## src/rtl/sem_pkg.sv

```systemverilog
// Shared types, constants and kernel arithmetic for the Sobel edge magnitude unit.
package sem_pkg;

    localparam int MAX_WIDTH_DEF = 1024;
    localparam int ROW_LIMIT     = 4096;
    localparam int QUEUE_DEPTH   = 2;

    localparam int PIX_W      = 8;
    localparam int FW_W       = 11;
    localparam int FH_W       = 13;
    localparam int ML_W       = 8;
    localparam int ROW_W      = 13;
    localparam int GRAD_W     = 11;
    localparam int ROOT_W     = 22;
    localparam int ROOT_TOP   = 20;
    localparam int COEF_W     = 3;
    localparam int CFG_IDX_W  = 2;
    localparam int CFG_DATA_W = 13;

    localparam logic [CFG_IDX_W-1:0] CFG_FRAME_WIDTH  = 2'd0;
    localparam logic [CFG_IDX_W-1:0] CFG_FRAME_HEIGHT = 2'd1;
    localparam logic [CFG_IDX_W-1:0] CFG_MAX_LEVEL    = 2'd2;

    localparam logic [FW_W-1:0] FRAME_WIDTH_RST  = 11'd640;
    localparam logic [FH_W-1:0] FRAME_HEIGHT_RST = 13'd480;
    localparam logic [ML_W-1:0] MAX_LEVEL_RST    = 8'd255;

    typedef logic signed [COEF_W-1:0] t_coef;
    typedef t_coef [0:2][0:2] t_kernel;
    typedef logic [0:2][0:2][PIX_W-1:0] t_window;

    localparam t_kernel KERN_X = '{'{-3'sd1, 3'sd0, 3'sd1},
                                   '{-3'sd2, 3'sd0, 3'sd2},
                                   '{-3'sd1, 3'sd0, 3'sd1}};
    localparam t_kernel KERN_Y = '{'{-3'sd1, -3'sd2, -3'sd1},
                                   '{ 3'sd0,  3'sd0,  3'sd0},
                                   '{ 3'sd1,  3'sd2,  3'sd1}};

    typedef struct packed {
        logic             action;
        logic [PIX_W-1:0] pixel_value;
    } t_in_item;

    typedef struct packed {
        logic [PIX_W-1:0] edge_value;
        logic             frame_end;
    } t_out_item;

    typedef struct packed {
        logic [FW_W-1:0] frame_width;
        logic [FH_W-1:0] frame_height;
    } t_frame_cfg;

    typedef struct packed {
        logic                     interior;
        logic                     last;
        logic signed [GRAD_W-1:0] gx;
        logic signed [GRAD_W-1:0] gy;
    } t_work;

    typedef enum logic [1:0] {
        S_CLEAR,
        S_READY,
        S_UPDATE
    } t_front_state;

    typedef enum logic [1:0] {
        B_IDLE,
        B_SQUARE,
        B_ROOT,
        B_HOLD
    } t_back_state;

    function automatic logic signed [GRAD_W-1:0] kernel_sum(input t_window win,
                                                            input t_kernel k);
        logic signed [GRAD_W-1:0] acc;
        acc = '0;
        for (int r = 0; r < 3; r++) begin
            for (int c = 0; c < 3; c++) begin
                acc = acc + GRAD_W'(k[r][c]) * $signed({3'b000, win[r][c]});
            end
        end
        return acc;
    endfunction

endpackage

```

## src/rtl/sem_back.sv

```systemverilog
// Back end: squares, bit-pair integer square root, clamp and output register.
module sem_back (
    input  logic                       i_clk,
    input  logic                       i_rst_n,
    input  logic                       i_empty,
    output logic                       o_pop,
    input  sem_pkg::t_work             i_work,
    input  logic [sem_pkg::ML_W-1:0]   i_max_level,
    output logic                       o_valid,
    output sem_pkg::t_out_item         o_data,
    input  logic                       i_stall
);

    localparam int ROOT_W = sem_pkg::ROOT_W;
    localparam int SQ_W   = 2 * sem_pkg::GRAD_W;
    localparam int ML_W   = sem_pkg::ML_W;

    sem_pkg::t_back_state r_state, n_state;

    sem_pkg::t_work     r_item, n_item;
    logic [ROOT_W-1:0]  r_rem, n_rem;
    logic [ROOT_W-1:0]  r_root, n_root;
    logic [ROOT_W-1:0]  r_bit, n_bit;
    logic               r_out_valid;
    sem_pkg::t_out_item r_out_data;

    logic signed [SQ_W-1:0] sq_x, sq_y;
    logic [ROOT_W-1:0]      trial;
    logic [ML_W-1:0]        level;
    logic                   out_load;

    assign o_valid = r_out_valid;
    assign o_data  = r_out_data;

    // next state
    always_comb begin
        n_state = r_state;
        case (r_state)
            sem_pkg::B_IDLE: begin
                if (!i_empty) begin
                    n_state = i_work.interior ? sem_pkg::B_SQUARE : sem_pkg::B_HOLD;
                end
            end
            sem_pkg::B_SQUARE: n_state = sem_pkg::B_ROOT;
            sem_pkg::B_ROOT: begin
                if (r_bit == ROOT_W'(1)) begin
                    n_state = sem_pkg::B_HOLD;
                end
            end
            sem_pkg::B_HOLD: begin
                if (!r_out_valid || !i_stall) begin
                    n_state = sem_pkg::B_IDLE;
                end
            end
            default: n_state = sem_pkg::B_IDLE;
        endcase
    end

    // outputs
    always_comb begin
        o_pop    = 1'b0;
        out_load = 1'b0;
        case (r_state)
            sem_pkg::B_IDLE: o_pop    = !i_empty;
            sem_pkg::B_HOLD: out_load = !r_out_valid || !i_stall;
            default: begin
                o_pop    = 1'b0;
                out_load = 1'b0;
            end
        endcase
    end

    // datapath
    always_comb begin
        n_item = r_item;
        n_rem  = r_rem;
        n_root = r_root;
        n_bit  = r_bit;
        sq_x   = r_item.gx * r_item.gx;
        sq_y   = r_item.gy * r_item.gy;
        trial  = r_root + r_bit;
        level  = (r_root > ROOT_W'(i_max_level)) ? i_max_level : r_root[ML_W-1:0];
        case (r_state)
            sem_pkg::B_IDLE: begin
                if (!i_empty) begin
                    n_item = i_work;
                    n_root = '0;
                end
            end
            sem_pkg::B_SQUARE: begin
                n_rem  = ROOT_W'($unsigned(sq_x)) + ROOT_W'($unsigned(sq_y));
                n_root = '0;
                n_bit  = ROOT_W'(1) << sem_pkg::ROOT_TOP;
            end
            sem_pkg::B_ROOT: begin
                if (r_rem >= trial) begin
                    n_rem  = r_rem - trial;
                    n_root = (r_root >> 1) + r_bit;
                end else begin
                    n_root = r_root >> 1;
                end
                n_bit = r_bit >> 2;
            end
            default: n_item = r_item;
        endcase
    end

    always_ff @(posedge i_clk) begin
        if (!i_rst_n) begin
            r_state     <= sem_pkg::B_IDLE;
            r_out_valid <= 1'b0;
        end else begin
            r_state <= n_state;
            if (out_load) begin
                r_out_valid <= 1'b1;
            end else if (!i_stall) begin
                r_out_valid <= 1'b0;
            end
        end
    end

    always_ff @(posedge i_clk) begin
        r_item <= n_item;
        r_rem  <= n_rem;
        r_root <= n_root;
        r_bit  <= n_bit;
        if (out_load) begin
            r_out_data.edge_value <= level;
            r_out_data.frame_end  <= r_item.last;
        end
    end

`ifndef ASSERT_OFF
    a_root_bit_live: assert property (@(posedge i_clk) disable iff (!i_rst_n)
        (r_state == sem_pkg::B_ROOT) |-> (r_bit != '0))
        else $error("root iteration without a trial bit");
`endif
`ifndef ASSERT_OFF
    a_border_zero: assert property (@(posedge i_clk) disable iff (!i_rst_n)
        (r_state == sem_pkg::B_HOLD && !r_item.interior) |-> (r_root == '0))
        else $error("border pixel with non-zero magnitude");
`endif

endmodule

```

## config.mk

```make
export PLATFORM = sky130hd
export DESIGN_NAME = sem_back
export DESIGN_NICKNAME = d
export VERILOG_FILES = /design/src/rtl/sem_pkg.sv /design/src/rtl/sem_back.sv
export SDC_FILE = /design/constraint.sdc
export NUM_CORES = 1
export LEC_CHECK = 0
export BUFFER_PORTS_ARGS = -buffer_cell sky130_fd_sc_hd__buf_2
export CORE_AREA = 4 4 129 223
export DETAILED_ROUTE_END_ITERATION = 7
export DIE_AREA = 0 0 133 227
export PLACE_DENSITY = 0.71
export RECOVER_POWER = 25
export SYNTH_ARGS = -nofsm -noshare
export SYNTH_HDL_FRONTEND = slang
export SYNTH_SLANG_ARGS = --single-unit
```

## constraint.sdc

```tcl
create_clock -name i_clk -period 9.4 [get_ports i_clk]
set_clock_uncertainty 0.15 [all_clocks]
set_input_delay 1.88 -clock i_clk [delete_from_list [all_inputs] [get_ports i_clk]]
set_output_delay 1.88 -clock i_clk [all_outputs]
set_load 0.02 [all_outputs]
```

==> results of run 1 <==
[flip-flops by register name, indices dropped and copies added (netlist names)]
signal,cells
r_rem,22
r_bit,11
o_data,9
r_item,23
o_valid,1
r_root,22
r_state,2
[synthesized netlist by cell type, types with 15 or more instances]
cell | number | area, sq um
a211oi_1 | 16 | 120
a21oi_1 | 51 | 255
nor2_1 | 53 | 199
clkbuf_1 | 38 | 143
nor2b_1 | 29 | 181
fa_1 | 236 | 4720
ha_1 | 146 | 1830
nand4_1 | 18 | 113
xor2_1 | 26 | 228
nand2_1 | 113 | 424
nor3_1 | 17 | 85.1
inv_1 | 349 | 1310
xnor2_1 | 57 | 499
and2_1 | 54 | 338
a31oi_1 | 15 | 93.8
o21ai_0 | 32 | 160
nand2b_1 | 15 | 93.8
edfxtp_1 | 87 | 2610
[cells in the final DEF, fill, tap and decap left out, types with 7 or more instances in the layout]
cell type	count
a211oi_1	16
a21o_1	14
a21oi_1	49
a31oi_1	15
and2_0	9
and2_1	45
and3_1	8
buf_2	46
clkbuf_16	9
edfxtp_1	87
fa_1	236
ha_1	146
inv_1	349
mux2_2	10
mux2i_1	14
nand2_1	113
nand2b_1	15
nand3_1	10
nand4_1	18
nor2_1	53
nor2b_1	28
nor3_1	17
o21a_1	13
o21ai_0	32
o21bai_1	7
xnor2_1	57
xor2_1	26
[per-stage QoR]
stage | hold WS, ns | area [sq um] | setup WS, ns | util | instances
floorplan | 0.250 | 14900 | 2.69 | - | 1525
global placement | 0.253 | 15400 | 1.99 | 0.576 | 1896
detailed placement | 0.257 | 15400 | 1.81 | 0.576 | 1896
CTS | 0.276 | 15700 | 1.79 | 0.588 | 1912
global route | 0.300 | 15700 | 1.19 | 0.587 | 1912
finish | 0.276 | 15700 | 1.71 | 0.587 | 1912
[cells by family after synthesis]
family | after synthesis
compound gates | 209
flops | 90
buf+inv | 395
fa+ha+maj | 382
mux | 24
simple gates | 342
xor+xnor | 83
[cell type report]
class | count | area [sq um] | area share
clock buffer | 9 | 225 | 0.0143
timing repair buffer | 53 | 279 | 0.0177
tap | 364 | 455 | 0.0289
multi-input combinational | 1040 | 10700 | 0.680
clock inverter | 7 | 93.8 | 0.00596
inverter | 349 | 1310 | 0.0833
sequential | 90 | 2670 | 0.170
[layer usage]
layer / routed length (microns) / track usage / vias to the layer above / share of wire
li1: - / - / 4927 / -
met1: 11400 / 0.226 / 5118 / 0.36
met2: 18200 / 0.446 / 171 / 0.57
met3: 636 / 0.0197 / 92 / 0.020
met4: 1840 / 0.132 / 0 / 0.057
met5: 0 / 0 / - / 0
[final timing paths]
kind	start	to	slack, ns	cells past startpoint
hold / removal	r_item[22]	o_data[0]	0.28	0
setup / recovery	r_item[10]	r_rem[19]	1.71	22
setup reg to reg	r_item[10]	r_rem[19]	1.71	22
hold reg to reg	r_item[22]	o_data[0]	0.28	0
==> results.cfg, run 1 <==
[status]
status = finished with violations
violations = capacitance limit, slew limit

[critical_path]
crit_chain = nand2_1 -> inv_1 -> fa_1 -> inv_1 -> fa_1 -> inv_1 -> fa_1 -> fa_1 -> fa_1 -> fa_1 -> inv_1 -> fa_1 -> inv_1 -> ha_1 -> and3_1 -> a221oi_1 -> o211ai_1 -> a41oi_1 -> a211o_1 -> xor2_1 -> nor2_1 -> a31o_1
crit_path_frequent_cell = fa_1
path_buf_inv = 5
crit_arrival_ns = 7.66
critPathRequiredTime_ns = 9.38
crit_path_max_incr_delay_ns = 0.84
crit_fanout = 22
critPathLaunchType = flip-flop
critPathTopFamily = adder cells
critPathKind = flip-flop to flip-flop
critical_path.slowest_cell = edfxtp_1
cp-end-kind = flip-flop

[clock_tree]
cts_root_buf = clkbuf_16
post_cts_resize_count = 0
cts_sinks = 90
cts_buffer_depth = 2
cts-buffers-inserted = 9
clkTransAtPathRegs_ns = 0.08
cts_hold_buf = 0
cts_tree = done
htree_levels = 3
post_cts_buffers = 0
clk-insertion-delay-late_ns = 0.38

[synth]
syn_inst = 1525
synthAdderAreaFrac = 0.441
yosys.area_share.simple = 0.116
syn_avg_cell_area_sq_um = 9.74
synthXorXnorAreaFrac = 0.0489
synth_compound_area_frac = 0.0963
ys.flop_type = edfxtp_1
synth_edf_count = 87
synth_area_sq_um = 14900
ys_types = 72
yosysWarnings = 0
ys_ff_latch = 90
synth_mux_area_frac = 0.0170
synth_top_family_by_area = adder cells
synthArstFlopShare = 0
synthesis.nets = 1943
ys_seq_area_frac = 0.180

[floorplan]
pin_count = 47
die_h_microns = 227
rows = 79
die_w_microns = 133
core_area_sq_um = 26800
start_util = 0.555
die_area_sq_um = 30200

[min_path]
hp-class = flip-flop to flip-flop

[sta]
maxSlewViolCount = 66
setup_tns_ns = 0
rsz0062_at_grt = no
hold_violations = 0
tightest_slew_ns = 2.92
timing.final.crit_share = 0.818
setup_viol = 0
fin_crit_ns = 7.69
clock.fmax_ghz = 0.130
slew_headroom = -0.946

[drt]
drtAntennaViolNets = 0
routed_via_density = 5.39
postRouteWirelength_microns = 32000
wl_per_cell_microns = 16.8
drc = 0
drt_iter0_drc = 438
via_count = 10300
drt_pass1_iterations = 4

[place]
numPortBuffers = 46
place_congestion = 0.939
post-dp-hpwl_microns = 27100

[grt]
gr-usage-all-layers = 0.225
grt_max_degree = 66
grt_pass1_vias = 11400
grt_overflow = 0
antenna_found_initial = 0
grt_pass1_wl_microns = 53800

[job]
maxCapViolations = 1

[finish]
layout.nets = 1961
area_delta_synth_final_pct = 5.90
fillCellCount = 2365
insertedDiodeCount = 0
layout-drive-gt1-share = 0.0640
Power of run 1 is not shown: default switching activity piles up to over one toggle a cycle in this logic, so the estimate is an artifact.
==> run 2, diff against run 1 <==
- ABC_AREA: not set -> 1
- CORE_AREA: 4 4 129 223 -> 4 4 132 229
- DIE_AREA: 0 0 133 227 -> 0 0 136 233
- PLACE_DENSITY: 0.71 -> 0.74
- clock period: 9.4 -> 7.05 ns (I/O delays scaled with it)
==> run 2 against run 1 <==
Against the previous run: largest cell class unchanged; the flow now finishes without violations; critical path depth up 1; sequential share of layout area down 1.1 points; count of clock-buffer cells in the layout up 2; register-to-register slack worse by 1.4 ns; final cell count up 25%; setup slack worse by 1.4 ns; flip-flop and latch count unchanged; core utilization up 0.36 points; synthesized cell count up 28%; critical path type unchanged; highest routed layer unchanged; via count up 23%; global-route usage up 4.0 points.
==> results.cfg, run 2 <==
[clock_tree]
cts_sinks = 90
cts_buffer_depth = 2
clkTransAtPathRegs_ns = 0.07
cts_hold_buf = 0
cts_root_buf = clkbuf_16
clk-insertion-delay-late_ns = 0.38
htree_levels = 3
cts_tree = done
cts-buffers-inserted = 9

[finish]
fillCellCount = 2586
max_flop_register = r_item
layout-drive-gt1-share = 0.0631
largest_registers = r_item (23), r_rem (22), r_root (22)
final_common_cell = inv_1
insertedDiodeCount = 0
final_area_sq_um = 16800
area_delta_synth_final_pct = 7.05
mostFrequentLayoutCells = inv_1 (521), nand2_1 (395), fa_1 (236), ha_1 (146), nor2_1 (123)
layout.nets = 2427
utilization = 0.591
largest_register_ff_count = 23

[synth]
yosysTopAreaCellShare = 0.301
ys_ff_latch = 90
synthTopCellsByCount = inv_1 (523), nand2_1 (396), fa_1 (236), ha_1 (146), nor2_1 (127)
ys_types = 46
synth_area_sq_um = 15700
ys.flop_type = edfxtp_1
synthesis.nets = 2373
synth_area_leaders = fa_1 (30%), edfxtp_1 (17%), inv_1 (13%)
synth_edf_count = 87
yosysWarnings = 0
ys_seq_area_frac = 0.170
synth.most_common_cell = inv_1
syn_avg_cell_area_sq_um = 8.02
syn_inst = 1955
synthArstFlopShare = 0
synth.largest_area_cell = fa_1

[critical_path]
crit_arrival_ns = 6.76
critPathLaunchType = flip-flop
critPathRequiredTime_ns = 7.03
crit_fanout = 8
critPathKind = flip-flop to flip-flop
cp-end-kind = flip-flop

[min_path]
hp-class = flip-flop to flip-flop

[floorplan]
die_h_microns = 233
core_area_sq_um = 28400
rows = 82
die_w_microns = 136
die_area_sq_um = 31700
pin_count = 47
start_util = 0.552

[sta]
hold_violations = 0
timing.final.crit_share = 0.962
rsz0062_at_grt = no
clock.fmax_ghz = 0.147
tightest_slew_ns = 1.00
setup_tns_ns = 0
slew_headroom = 0.330
setup_viol = 0
maxSlewViolCount = 0
fin_crit_ns = 6.78
timing.final.ws_setup_ns = 0.270

[drt]
drc = 0
postRouteWirelength_microns = 39800
drtAntennaViolNets = 0
routed_via_density = 5.31
drt_iter0_drc = 573
via_count = 12700
drt_pass1_iterations = 7
wl_per_cell_microns = 16.6

[job]
maxCapViolations = 0

[place]
placed_cell_area_sq_um = 16400
post-dp-hpwl_microns = 34200
pre_cts_slack_ns = 0.231
numPortBuffers = 46
place_congestion = 0.969

[grt]
grt_pass1_wl_microns = 64900
gr-usage-all-layers = 0.265
grt_pass1_vias = 14100
grt_overflow = 0
grt_max_degree = 54
antenna_found_initial = 0

[status]
status = finished clean
==> run 2: changes by cell type in the layout (fill, tap and decap cells not counted), sizes merged, moves of 53 or more <==
| cell | previous run | this run |
|---|---|---|
| nor2 | 53 | 127 |
| and2 | 54 | 1 |
| nand3 | 10 | 74 |
| inv | 353 | 523 |
| nand2 | 113 | 399 |
| o21ai | 39 | 94 |
==> run 2: final timing paths <==
kind / from / to / slack [ns] / depth (start not counted)
worst max-delay path: r_item[21] / r_rem[21] / 0.27 / 23
worst min register to register: r_item[22] / o_data[0] / 0.27 / 0
worst max register to register: r_item[21] / r_rem[21] / 0.27 / 23
worst min-delay path: r_item[22] / o_data[0] / 0.27 / 0
==> run 2: what timing repair did <==
action                                  in CTS  in global routing
endpoints found under the setup margin       0                  5
resized for setup                            0                  7
buffers inserted                             0                 12
==> run 2: final cells by class <==
cell class                      count  area (sq um)  share of cell area
Tap cell                          378           473              0.0282
Sequential cell                    90          2670               0.159
Timing Repair Buffer               81           495              0.0295
Multi-Input combinational cell   1302         10900               0.648
Inverter                          525          1980               0.118
Clock buffer                       11           233              0.0139
Clock inverter                      5          63.8             0.00380
==> run 2: critical path, cell delays in order (launching register included) <==
cell        delay [ns]
edfxtp_1          0.60
clkinvlp_4        0.28
buf_4             0.19
or2_2             0.29
fa_1              0.49
fa_1              0.49
inv_1             0.05
fa_1              0.48
fa_1              0.57
fa_1              0.43
fa_1              0.49
inv_1             0.05
fa_1              0.48
inv_1             0.05
ha_1              0.33
nand2_1           0.15
nor2_2            0.20
inv_1             0.08
nor2_1            0.18
nand3b_1          0.14
nand3_1           0.14
nand3_1           0.08
nand3_1           0.09
nand2_1           0.06
==> run 2: routing by layer <==
| layer | vias to the layer above | part of all wire | GRT usage | routed length [microns] |
|---|---|---|---|---|
| li1 | 6069 | - | - | - |
| met1 | 6151 | 0.32 | 0.237 | 12700 |
| met2 | 317 | 0.57 | 0.529 | 22600 |
| met3 | 162 | 0.028 | 0.0281 | 1110 |
| met4 | 0 | 0.084 | 0.188 | 3320 |
| met5 | - | 0 | 0 | 0 |
==> run 2: kinds of logic (layout without fill, tap and decap cells) <==
family                   Yosys count  in the layout  share of synthesized area
XOR/XNOR                          44             44                     0.0246
AO/OA/AOI/OAI                    225            225                     0.0792
adder cells (fa/ha/maj)          382            382                      0.418
AND/OR/NAND/NOR                  651            651                      0.171
flip-flops                        90             90                      0.170
buffers and inverters            563            622                      0.137
==> run 2: per-stage QoR <==
stage               hold WS, ns  cells
finish                    0.272   2392
global route              0.289   2392
CTS                       0.275   2380
detailed placement        0.258   2364
global placement          0.252   2364
floorplan                 0.250   1955
Power of run 2 is left out for the same reason.
