## src/rtl/sem_pkg.sv

```systemverilog
// Shared types, constants and kernel arithmetic for the Sobel edge magnitude unit.
package sem_pkg;

    localparam int MAX_WIDTH_DEF = 1024;
    localparam int ROW_LIMIT     = 4096;
    localparam int QUEUE_DEPTH   = 2;

    localparam int PIX_W      = 8;
    localparam int FW_W       = 11;
    localparam int FH_W       = 13;
    localparam int ML_W       = 8;
    localparam int ROW_W      = 13;
    localparam int GRAD_W     = 11;
    localparam int ROOT_W     = 22;
    localparam int ROOT_TOP   = 20;
    localparam int COEF_W     = 3;
    localparam int CFG_IDX_W  = 2;
    localparam int CFG_DATA_W = 13;

    localparam logic [CFG_IDX_W-1:0] CFG_FRAME_WIDTH  = 2'd0;
    localparam logic [CFG_IDX_W-1:0] CFG_FRAME_HEIGHT = 2'd1;
    localparam logic [CFG_IDX_W-1:0] CFG_MAX_LEVEL    = 2'd2;

    localparam logic [FW_W-1:0] FRAME_WIDTH_RST  = 11'd640;
    localparam logic [FH_W-1:0] FRAME_HEIGHT_RST = 13'd480;
    localparam logic [ML_W-1:0] MAX_LEVEL_RST    = 8'd255;

    typedef logic signed [COEF_W-1:0] t_coef;
    typedef t_coef [0:2][0:2] t_kernel;
    typedef logic [0:2][0:2][PIX_W-1:0] t_window;

    localparam t_kernel KERN_X = '{'{-3'sd1, 3'sd0, 3'sd1},
                                   '{-3'sd2, 3'sd0, 3'sd2},
                                   '{-3'sd1, 3'sd0, 3'sd1}};
    localparam t_kernel KERN_Y = '{'{-3'sd1, -3'sd2, -3'sd1},
                                   '{ 3'sd0,  3'sd0,  3'sd0},
                                   '{ 3'sd1,  3'sd2,  3'sd1}};

    typedef struct packed {
        logic             action;
        logic [PIX_W-1:0] pixel_value;
    } t_in_item;

    typedef struct packed {
        logic [PIX_W-1:0] edge_value;
        logic             frame_end;
    } t_out_item;

    typedef struct packed {
        logic [FW_W-1:0] frame_width;
        logic [FH_W-1:0] frame_height;
    } t_frame_cfg;

    typedef struct packed {
        logic                     interior;
        logic                     last;
        logic signed [GRAD_W-1:0] gx;
        logic signed [GRAD_W-1:0] gy;
    } t_work;

    typedef enum logic [1:0] {
        S_CLEAR,
        S_READY,
        S_UPDATE
    } t_front_state;

    typedef enum logic [1:0] {
        B_IDLE,
        B_SQUARE,
        B_ROOT,
        B_HOLD
    } t_back_state;

    function automatic logic signed [GRAD_W-1:0] kernel_sum(input t_window win,
                                                            input t_kernel k);
        logic signed [GRAD_W-1:0] acc;
        acc = '0;
        for (int r = 0; r < 3; r++) begin
            for (int c = 0; c < 3; c++) begin
                acc = acc + GRAD_W'(k[r][c]) * $signed({3'b000, win[r][c]});
            end
        end
        return acc;
    endfunction

endpackage

```

## src/rtl/sem_queue.sv

```systemverilog
// Short work queue between the front end and the magnitude back end.
module sem_queue (
    input  logic           i_clk,
    input  logic           i_rst_n,
    input  logic           i_push,
    input  sem_pkg::t_work i_push_data,
    output logic           o_full,
    input  logic           i_pop,
    output sem_pkg::t_work o_pop_data,
    output logic           o_empty
);

    localparam int DEPTH = sem_pkg::QUEUE_DEPTH;
    localparam int PTR_W = $clog2(DEPTH);
    localparam int CNT_W = $clog2(DEPTH + 1);

    sem_pkg::t_work   r_slots [DEPTH];
    logic [PTR_W-1:0] r_wr_ptr, r_rd_ptr;
    logic [CNT_W-1:0] r_count;

    assign o_full     = (r_count == CNT_W'(DEPTH));
    assign o_empty    = (r_count == '0);
    assign o_pop_data = r_slots[r_rd_ptr];

    always_ff @(posedge i_clk) begin
        if (!i_rst_n) begin
            r_wr_ptr <= '0;
            r_rd_ptr <= '0;
            r_count  <= '0;
        end else begin
            if (i_push) begin
                r_wr_ptr <= (r_wr_ptr == PTR_W'(DEPTH - 1)) ? '0 : r_wr_ptr + PTR_W'(1);
            end
            if (i_pop) begin
                r_rd_ptr <= (r_rd_ptr == PTR_W'(DEPTH - 1)) ? '0 : r_rd_ptr + PTR_W'(1);
            end
            if (i_push && !i_pop) begin
                r_count <= r_count + CNT_W'(1);
            end else if (i_pop && !i_push) begin
                r_count <= r_count - CNT_W'(1);
            end
        end
    end

    always_ff @(posedge i_clk) begin
        if (i_push) begin
            r_slots[r_wr_ptr] <= i_push_data;
        end
    end

`ifndef ASSERT_OFF
    a_no_overflow: assert property (@(posedge i_clk) disable iff (!i_rst_n)
        i_push |-> !o_full)
        else $error("push into full queue");
`endif
`ifndef ASSERT_OFF
    a_no_underflow: assert property (@(posedge i_clk) disable iff (!i_rst_n)
        i_pop |-> !o_empty)
        else $error("pop from empty queue");
`endif

endmodule

```

## config.mk

```make
export PLATFORM = sky130hd
export DESIGN_NAME = sem_queue
export DESIGN_NICKNAME = d
export VERILOG_FILES = /design/src/rtl/sem_pkg.sv /design/src/rtl/sem_queue.sv
export SDC_FILE = /design/constraint.sdc
export NUM_CORES = 1
export LEC_CHECK = 0
export BUFFER_PORTS_ARGS = -buffer_cell sky130_fd_sc_hd__buf_4
export CORE_MARGIN = 2
export CORE_UTILIZATION = 54
export DETAILED_ROUTE_END_ITERATION = 7
export PLACE_DENSITY = 0.82
export SLEW_MARGIN = 10
export SYNTH_ARGS = -nofsm -noshare
export SYNTH_HDL_FRONTEND = slang
export SYNTH_SLANG_ARGS = --single-unit
```

## constraint.sdc

```tcl
create_clock -name i_clk -period 6.2 [get_ports i_clk]
set_input_delay 1.24 -clock i_clk [delete_from_list [all_inputs] [get_ports i_clk]]
set_output_delay 1.24 -clock i_clk [all_outputs]
set_load 0.01 [all_outputs]
```

==> metrics.cfg, run 1 <==
[status]
status = completed

[yosys]
yosysMostFrequentCell = edfxtp_1
yosys-top-cells-count = edfxtp_1 (48), mux2_2 (24), dfxtp_1 (5)
synth-async-reset-ratio_pct = 0
yosys.area.top_type_share_pct = 73.89
synth_area_leaders = edfxtp_1 (74%), mux2_2 (14%), dfxtp_1 (5.1%)
yosys_most_used_dff = edfxtp_1
synth-warning-count = 0
synth_cells = 97
ys_ff_latch = 53
syn-cell-area_sq_mm = 0.001951
synth-edff-count = 48
syn_avg_cell_area_sq_um = 20.11
synth_sequential_area_ratio_pct = 79.03
yosysTopAreaCell = edfxtp_1
netlist-cell-type-count = 17
syn_nets = 126

[route]
vias = 996
firstDrtPassIters = 4
totalWireLength_mm = 2.965
routed_via_density = 4.955
drtIter0Drc = 46
drc_errors = 0
post_drt_wl_per_cell_microns = 14.75
antenna_left = 0

[power]
netSwitchingFraction_pct = 20.95
intPower_w = 0.0005511
clkPwrFrac_pct = 26.1
seq_power_share_pct = 60.7
p_switching_w = 0.0001460
leakagePower_nw = 0.9415
vdd_drop_max_mv = 0.1751
combinationalPowerShare_pct = 13.2
power.total_w = 0.0006972
powerDensity_mw_per_mm2 = 282.3

[clocking]
cts_buffers = 5
cts_max_level = 2
cts_tree = yes
cts_hold_buf = 0
path_clk_slew_ps = 130
clock_latency_ps = 360
clockBufferDepth = 2
cts_root_buf = clkbuf_4
cts_resized = 0
cts.sinks = 53
cts_setup_buffers = 0

[sta]
setup_ws_ps = 2992
setup_viol = 0
rsz0062_at_grt = false
period_minus_slack_ps = 3208
tightest_slew_ps = 1081
drv_slew = 0
fin_crit_sh_pct = 51.75
slew-limit-headroom_pct = 27.92
max_freq_ghz = 0.3117
hold_viol_final = 0
setup-tns-final_ps = 0
holdWs_ps = 544.1
skew_ps = 7.195

[die]
die_area_sq_mm = 0.004109
boundaryPins = 54
design.core.area_sq_mm = 0.003416
fp.dieW_microns = 64.10
initial_core_util_pct = 57.11
std_cell_rows = 21
dieHeight_microns = 64.10

[worst_setup_path]
critical_path.endpoint_type = output port
worst-setup-path-type = reg -> out
rrSetupSlack_ps = 4550
required_ps = 4960
worstSetupStartpointType = register
critPathArrivalTime_ps = 1970
path_max_fanout = 24

[final_layout]
drive_above_1_share_pct = 55.48
final_util_pct = 72.31
area_growth_pct = 26.62
nets = 183
antenna_cells = 0
fillers = 244

[place]
port_buffers = 53
hpwlAfterDp_mm = 1.988
post-place-ws_ps = 3360
gp_routability_congestion = 0.6495

[global_routing]
track_usage_pct = 15.64
grt_pass1_wl_mm = 4.685
grt-ovfl-total = 0
grt_max_degree = 26
antenna_found_initial = 0
grt_pass1_vias = 1000

[hold_path]
min_path_type = reg -> reg

[flow_run]
max_cap_violations = 0

==> routing by layer <==
metal | track usage, % | routed length (microns) | vias up
met5 | 0 | 0 | -
met4 | 4.787 | 13 | 0
met3 | 5.634 | 176 | 2
met2 | 25.39 | 1582 | 28
met1 | 19.83 | 1193 | 485
li1 | - | - | 481
==> cells in the final DEF, fill, tap and decap left out, types with 2 or more instances in the layout <==
| cell | n |
|---|---|
| buf_4 | 53 |
| edfxtp_1 | 48 |
| mux2_2 | 24 |
| dfxtp_1 | 5 |
| clkbuf_4 | 5 |
| and2_1 | 4 |
| xor2_1 | 2 |
==> power groups by stage <==
stage	clock network (W)	logic, W	registers, W
2_1_floorplan	0	0.0000512	0.000424
3_3_place_gp	0	0.0000901	0.000430
3_5_place_dp	0	0.0000926	0.000432
4_1_cts	0.000186	0.0000932	0.000424
5_1_grt	0.000200	0.0000988	0.000426
6_report	0.000182	0.0000920	0.000423
==> sequential cells by signal, summed over array words and instances (netlist names), named ones only <==
signal and cells:
r_count 2, r_rd_ptr 1, r_wr_ptr 1, r_slots 48
==> worst max-delay path, cell delays in order (launching register included) <==
cell and delay, ps:
dfxtp_1 1030, mux2_2 430, buf_4 140
==> through the flow <==
| stage | cells | cell area, sq um |
|---|---|---|
| final | 201 | 2470 |
| after global routing | 201 | 2470 |
| after CTS | 201 | 2465 |
| after detailed placement | 193 | 2389 |
| after global placement | 193 | 2389 |
| after floorplan | 97 | 1951 |
==> cell families (layout without fill, tap and decap cells) <==
| kind of cell | count (synthesis) | count (layout) | share of synthesized area [%] |
|---|---|---|---|
| flops | 53 | 53 | 79.03 |
| mux | 24 | 24 | 13.86 |
| simple gates | 9 | 9 | 2.886 |
| buf+inv | 4 | 62 | 1.218 |
| compound gates | 3 | 3 | 1.026 |
| xor+xnor | 3 | 3 | 1.347 |
| fa+ha+maj | 1 | 1 | 0.6413 |
==> final timing paths <==
path	end	cells after the start	start
min	r_count[1]	2	r_count[1]
min reg2reg	r_count[1]	2	r_count[1]
max	o_pop_data[5]	2	register
max reg2reg	r_slots[1][23]	1	r_wr_ptr
==> cell type report <==
class                      instances  area (sq um)  share of cell area, %
sequential                        53          1541                  62.41
clock buffer                       6         41.29                  1.672
clock inverter                     2         35.03                  1.418
tap                               46         57.56                  2.330
multi-input combinational         40         392.9                  15.91
inverter                           1         3.754                 0.1520
timing repair buffer              53         397.9                  16.11
Power figures use the tool's default switching activity.
==> run 2, diff against run 1 <==
--- a/config.mk
+++ b/config.mk
@@ -7,9 +7,9 @@
 export LEC_CHECK = 0
 export BUFFER_PORTS_ARGS = -buffer_cell sky130_fd_sc_hd__buf_4
 export CORE_MARGIN = 2
-export CORE_UTILIZATION = 54
+export CORE_UTILIZATION = 51
 export DETAILED_ROUTE_END_ITERATION = 7
-export PLACE_DENSITY = 0.82
+export PLACE_DENSITY = 0.78
 export SLEW_MARGIN = 10
 export SYNTH_ARGS = -nofsm -noshare
 export SYNTH_HDL_FRONTEND = slang
==> constraint.sdc (replaced) <==
create_clock -name i_clk -period 3.4 [get_ports i_clk]
set_input_delay 0.68 -clock i_clk [delete_from_list [all_inputs] [get_ports i_clk]]
set_output_delay 0.68 -clock i_clk [all_outputs]
set_load 0.01 [all_outputs]
==> metrics.cfg, run 2 (synthesized netlist as in run 1, its figures left out) <==
[route]
drc_errors = 0  ; unchanged
drtIter0Drc = 24  ; was 46
routed_via_density = 4.893  ; was 4.955
firstDrtPassIters = 3  ; was 4
antenna_left = 0  ; unchanged
post_drt_wl_per_cell_microns = 15.29  ; was 14.75 microns
vias = 1008  ; was 996
totalWireLength_mm = 3.149  ; was 2.965 mm

[final_layout]
final_util_pct = 68.87  ; was 72.31%
multiInputGateArea_sq_um = 387.9  ; was 392.9 sq um
mostFrequentLayoutCells = buf_4 (56), edfxtp_1 (48), mux2_2 (24), dfxtp_1 (5), clkbuf_8 (5)  ; was buf_4 (53), edfxtp_1 (48), mux2_2 (24), dfxtp_1 (5), clkbuf_4 (5)
seqCellArea_sq_mm = 0.001541  ; unchanged
area_growth_pct = 29.25  ; was 26.62%
reg.largest.list = r_slots: 48 flops, r_count: 2 flops  ; unchanged
fillers = 252  ; was 244
drive_above_1_share_pct = 56.33  ; was 55.48%
antenna_cells = 0  ; unchanged
top_register = r_slots  ; unchanged
nets = 186  ; was 183
largest_register_ffs = 48  ; unchanged
final_common_cell = buf_4  ; unchanged

[worst_setup_path]
rr_startpoint = r_wr_ptr  ; unchanged
worstSetupStartpointType = register  ; unchanged
reg2reg_depth = 2  ; was 1
critPathArrivalTime_ps = 1670  ; was 1970 ps
path_max_fanout = 16  ; was 24
required_ps = 2720  ; was 4960 ps
critical_path.endpoint_type = output port  ; unchanged
reg2reg_to = r_slots[1][19]  ; was r_slots[1][23]
worst-setup-path-type = reg -> out  ; unchanged
rrSetupSlack_ps = 1820  ; was 4550 ps

[sta]
max_freq_ghz = 0.4251
slew-limit-headroom_pct = 49.49  ; was 27.92%
setup_viol = 0  ; unchanged
drv_slew = 0  ; unchanged
setup-tns-final_ps = 0  ; unchanged
period_minus_slack_ps = 2352
rsz0062_at_grt = false  ; unchanged
tightest_slew_ps = 757.6  ; was 1081 ps
skew_ps = 8.336  ; was 7.195 ps
setup_ws_ps = 1048  ; was 2992 ps
hold_viol_final = 0  ; unchanged
fin_crit_sh_pct = 69.19

[clocking]
clock_latency_ps = 290  ; was 360 ps
cts_resized = 0  ; unchanged
cts_buffers = 5  ; unchanged
cts_tree = yes  ; unchanged
cts_hold_buf = 0  ; unchanged
clockBufferDepth = 2  ; unchanged
cts.sinks = 53  ; unchanged
cts_setup_buffers = 0  ; unchanged
cts_max_level = 2  ; unchanged
cts_root_buf = clkbuf_8  ; was clkbuf_4
path_clk_slew_ps = 80  ; was 130 ps

[die]
initial_core_util_pct = 53.28  ; was 57.11%
design.core.area_sq_mm = 0.003661  ; was 0.003416 sq mm
die_area_sq_mm = 0.004336  ; was 0.004109 sq mm
std_cell_rows = 22  ; was 21
dieHeight_microns = 65.85  ; was 64.10 microns
fp.dieW_microns = 65.85  ; was 64.10 microns
boundaryPins = 54  ; unchanged

[hold_path]
whs_path_depth = 2  ; unchanged
min_to = r_count[1]  ; unchanged
min_path_type = reg -> reg  ; unchanged
min_from = r_count[1]  ; unchanged

[global_routing]
grt_pass1_wl_mm = 4.767  ; was 4.685 mm
track_usage_pct = 15.29  ; was 15.64%
grt_max_degree = 18  ; was 26
antenna_found_initial = 0  ; unchanged
grt_pass1_vias = 1002  ; was 1,000
grt-ovfl-total = 0  ; unchanged

[power]
vdd_drop_max_mv = 0.3700  ; was 0.1751 mV
powerDensity_mw_per_mm2 = 533.6  ; was 282.3 mW/mm^2
leakagePower_nw = 0.9655  ; was 0.9415 nW

[place]
port_buffers = 53  ; unchanged
gp_routability_congestion = 0.6628  ; was 0.6495
post-place-ws_ps = 1347  ; was 3360 ps
hpwlAfterDp_mm = 2.245  ; was 1.988 mm

[status]
status = completed  ; unchanged

[flow_run]
max_cap_violations = 0  ; unchanged

[run 2: changes by cell type in the layout (fill, tap and decap cells not counted)]
| cell | previous run | this run |
|---|---|---|
| nor2b_4 | 1 | 0 |
| buf_4 | 53 | 56 |
| clkbuf_4 | 5 | 0 |
| nor2b_2 | 0 | 1 |
| clkbuf_8 | 0 | 5 |
[run 2: cell type report]
cell class              count  share of cell area [%]
clock buffers               6                   2.878
clock inverters             2                   1.390
inverters                   1                  0.1489
multi-input cells          40                   15.38
flip-flops and latches     53                   61.14
well taps                  48                   2.382
repair buffers             56                   16.67
[run 2: power breakdown]
group          switching [W]  leakage (nW)  internal, W
Clock               0.000185        0.0552     0.000218
Sequential         0.0000151         0.492     0.000750
Combinational      0.0000745         0.418     0.000103
[run 2: worst max-delay path: stages, from the launching register on]
cell and delay [ps]:
dfxtp_1 550, buf_4 310, mux2_2 370, buf_4 140
[run 2: how the worst max path moves through the flow]
stage | cells after the start | end | slack, ps | start
after floorplan | 1 | r_slots[0][0] | 1170 | i_push
after global placement | 3 | o_pop_data[23] | 1380 | register
after detailed placement | 3 | r_slots[1][7] | 1350 | i_push
after CTS | 3 | o_pop_data[12] | 1020 | register
after global routing | 3 | o_pop_data[23] | 960 | register
final | 3 | o_pop_data[12] | 1050 | register
[run 2: metrics by stage]
step	power, W	std cells	instance area, sq um	hold WS [ps]
2_1_floorplan	0.0008661	97	1951	466.2
3_3_place_gp	0.0009524	198	2414	475.3
3_5_place_dp	0.0009598	198	2414	494.1
4_1_cts	0.001359	206	2521	507.0
5_1_grt	0.001397	206	2521	525.1
6_report	0.001345	206	2521	506.7
[run 2: metal layers]
| metal | up-vias | global-route usage, % | part of all wire, % |
|---|---|---|---|
| met2 | 35 | 26.26 | 52 |
| met4 | 0 | 3.906 | 0.60 |
| met1 | 487 | 18.77 | 41 |
| met5 | - | 0 | 0 |
| li1 | 484 | - | - |
| met3 | 2 | 4.770 | 6.4 |
==> run 3, diff against run 2 <==
--- a/config.mk
+++ b/config.mk
@@ -5,11 +5,12 @@
 export SDC_FILE = /design/constraint.sdc
 export NUM_CORES = 1
 export LEC_CHECK = 0
+export ABC_AREA = 1
 export BUFFER_PORTS_ARGS = -buffer_cell sky130_fd_sc_hd__buf_4
 export CORE_MARGIN = 2
 export CORE_UTILIZATION = 51
 export DETAILED_ROUTE_END_ITERATION = 7
-export PLACE_DENSITY = 0.78
+export PLACE_DENSITY = 0.77
 export SLEW_MARGIN = 10
 export SYNTH_ARGS = -nofsm -noshare
 export SYNTH_HDL_FRONTEND = slang
==> constraint.sdc (replaced) <==
create_clock -name i_clk -period 2.3 [get_ports i_clk]
set_input_delay 0.46 -clock i_clk [delete_from_list [all_inputs] [get_ports i_clk]]
set_output_delay 0.46 -clock i_clk [all_outputs]
set_load 0.01 [all_outputs]
==> metrics.cfg, run 3 <==
[global_routing]
grt_pass1_wl_mm = 4.657  ; was 4.767 mm
antenna_found_initial = 0  ; unchanged
grt-ovfl-total = 0  ; unchanged
grt_max_degree = 25  ; was 18
grt_pass1_vias = 993  ; was 1,002
track_usage_pct = 15.10  ; was 15.29%

[sta]
setup-tns-final_ps = 0  ; unchanged
slew-limit-headroom_pct = 65.51  ; was 49.49%
hold_viol_final = 0  ; unchanged
skew_ps = 1.900  ; was 8.336 ps
drv_slew = 0  ; unchanged
max_freq_ghz = 0.5070
setup_viol = 0  ; unchanged
fin_crit_sh_pct = 85.75
rsz0062_at_grt = false  ; unchanged
period_minus_slack_ps = 1972
setup_ws_ps = 327.7  ; was 1048 ps
tightest_slew_ps = 516.7  ; was 757.6 ps

[worst_setup_path]
rr_startpoint = r_wr_ptr  ; unchanged
critical_path.endpoint_type = output port  ; unchanged
rrSetupSlack_ps = 930  ; was 1820 ps
worst-setup-path-type = reg -> out  ; unchanged
critPathArrivalTime_ps = 1510  ; was 1670 ps
required_ps = 1840  ; was 2720 ps
worstSetupStartpointType = register  ; unchanged
reg2reg_depth = 3  ; was 2
reg2reg_to = r_slots[1][14]  ; was r_slots[1][19]
path_max_fanout = 24  ; was 16

[yosys]
synth-edff-count = 48  ; unchanged
synth_top_family_by_area = multiplexers  ; unchanged
yosys-top-cells-count = edfxtp_1 (48), mux2_4 (20), nor2_1 (9)  ; was edfxtp_1 (48), mux2_2 (24), dfxtp_1 (5)
synth-async-reset-ratio_pct = 0  ; unchanged
ys_ff_latch = 53  ; unchanged
synth-warning-count = 0  ; unchanged
synth-compound-area-share_pct = 0.4846  ; was 1.026%
yosysTopAreaCell = edfxtp_1  ; unchanged
yosysMostFrequentCell = edfxtp_1  ; unchanged
syn_nets = 139  ; was 126
yosys-mux-area-fraction_pct = 16.72  ; was 13.86%
synth_fa_ha_area_share_pct = 0.6057  ; was 0.6414%
yosys_most_used_dff = edfxtp_1  ; unchanged
syn-cell-area_sq_mm = 0.002066  ; was 0.001951 sq mm
syn_avg_cell_area_sq_um = 18.78  ; was 20.11 sq um
netlist-cell-type-count = 14  ; was 17
yosys.area.top_type_share_pct = 69.78  ; was 73.89%
synth_sequential_area_ratio_pct = 74.62  ; was 79.03%
synth_area_leaders = edfxtp_1 (70%), mux2_4 (15%), dfxtp_1 (4.8%)  ; was edfxtp_1 (74%), mux2_2 (14%), dfxtp_1 (5.1%)
synth_cells = 110  ; was 97
synthSimpleGateAreaFrac_pct = 3.634  ; was 2.886%
synthXorXnorAreaFrac_pct = 0  ; was 1.347%

[clocking]
cts.sinks = 53  ; unchanged
cts_hold_buf = 0  ; unchanged
cts_tree = yes  ; unchanged
cts_root_buf = clkbuf_8  ; unchanged
cts_buffers = 5  ; unchanged
cts_max_level = 2  ; unchanged
path_clk_slew_ps = 80  ; about the same
clockBufferDepth = 2  ; unchanged
cts_setup_buffers = 0  ; unchanged
clock_latency_ps = 290  ; about the same
cts_resized = 0  ; unchanged

[final_layout]
final_util_pct = 65.69  ; was 68.87%
largest_register_ffs = 48  ; unchanged
nets = 200  ; was 186
finalNonFillerCells = 222  ; was 206
antenna_cells = 0  ; unchanged
mostFrequentLayoutCells = buf_4 (57), edfxtp_1 (48), mux2_4 (20)  ; was buf_4 (56), edfxtp_1 (48), mux2_2 (24), dfxtp_1 (5), clkbuf_8 (5)
final_common_cell = buf_4  ; unchanged
drive_above_1_share_pct = 51.74  ; was 56.33%
reg.largest.list = r_slots: 48 flops, r_count: 2 flops  ; unchanged
area_growth_pct = 25.38  ; was 29.25%
top_register = r_slots  ; unchanged

[route]
drt-met1-wl_mm = 1.186  ; was 1.283 mm
met2_length_mm = 1.845  ; was 1.644 mm
drtIter0Drc = 39  ; was 24
post_drt_wl_per_cell_microns = 14.81  ; was 15.29 microns
totalWireLength_mm = 3.287  ; was 3.149 mm
top_layer_used = met4  ; unchanged
vias = 1082  ; was 1,008
drc_errors = 0  ; unchanged
routed_via_density = 4.874  ; was 4.893
antenna_left = 0  ; unchanged
wl_met3_microns = 209  ; was 202 microns
firstDrtPassIters = 3  ; unchanged

[hold_path]
min_from = i_push_data[3]  ; was r_count[1]
min_to = r_slots[1][3]  ; was r_count[1]
whs_path_depth = 1  ; was 2
min_path_type = in -> reg  ; was reg -> reg

[die]
die_area_sq_mm = 0.004576  ; was 0.004336 sq mm
design.core.area_sq_mm = 0.003943  ; was 0.003661 sq mm
boundaryPins = 54  ; unchanged
std_cell_rows = 23  ; was 22
dieHeight_microns = 67.65  ; was 65.85 microns
fp.dieW_microns = 67.65  ; was 65.85 microns
initial_core_util_pct = 52.40  ; was 53.28%

[flow_run]
max_cap_violations = 0  ; unchanged

[power]
leakagePower_nw = 1.071  ; was 0.9655 nW
powerDensity_mw_per_mm2 = 722.5  ; was 533.6 mW/mm^2
vdd_drop_max_mv = 0.4270  ; was 0.3700 mV

[status]
status = completed  ; unchanged

[place]
post-place-ws_ps = 641.5  ; was 1347 ps
port_buffers = 53  ; unchanged
hpwlAfterDp_mm = 2.438  ; was 2.245 mm
dp.cells = 214  ; was 198
gp_routability_congestion = 0.6549  ; was 0.6628

-- run 3: cell families (layout without fill, tap and decap cells) --
group	after synthesis	count (layout)
multiplexers	24	24
flip-flops	53	53
AO/OA/AOI/OAI	2	2
buffers and inverters	11	73
adder cells (fa/ha/maj)	1	1
AND/OR/NAND/NOR	19	19
-- run 3: layout make-up --
class / instances / area, sq um
Inverter: 8 / 30.03
Clock inverter: 2 / 10.01
Multi-Input combinational cell: 46 / 445.4
Tap cell: 50 / 62.56
Timing Repair Buffer: 57 / 427.9
Sequential cell: 53 / 1541
Fill cell: 276 / 1353
Clock buffer: 6 / 72.57
-- run 3: worst max-delay path, cell delays in order, from the launching register on --
cell and delay (ps):
dfxtp_1 310, buf_4 370, mux2_2 390, buf_4 140
-- run 3: metal layers --
metal,vias to the layer above,global-route usage (%)
met5,-,0
met4,0,6.888
met3,6,5.167
met2,31,27.21
met1,522,15.69
li1,523,-
-- run 3: worst max path at each step --
| stage | slack, ps | startpoint | depth (start not counted) | to |
|---|---|---|---|---|
| after floorplan | 380 | i_push | 2 | r_slots[0][0] |
| after global placement | 660 | register | 3 | o_pop_data[8] |
| after detailed placement | 640 | register | 3 | o_pop_data[9] |
| after CTS | 300 | register | 3 | o_pop_data[9] |
| after global routing | 240 | register | 3 | o_pop_data[9] |
| final | 330 | register | 3 | o_pop_data[9] |
-- run 3: metrics by stage --
| step | total power, W | hold WS [ps] | instance area [sq um] |
|---|---|---|---|
| floorplan | 0.001295 | 463.5 | 2066 |
| global placement | 0.001403 | 474.8 | 2507 |
| detailed placement | 0.001420 | 482.1 | 2507 |
| CTS | 0.001892 | 331.5 | 2590 |
| global route | 0.001955 | 325.0 | 2590 |
| finish | 0.001871 | 343.1 | 2590 |
-- run 3: report_power, final --
group	internal [W]	total [W]	switching, W
clock network	0.000211	0.000478	0.000267
registers	0.00111	0.00113	0.0000175
logic	0.000151	0.000268	0.000117
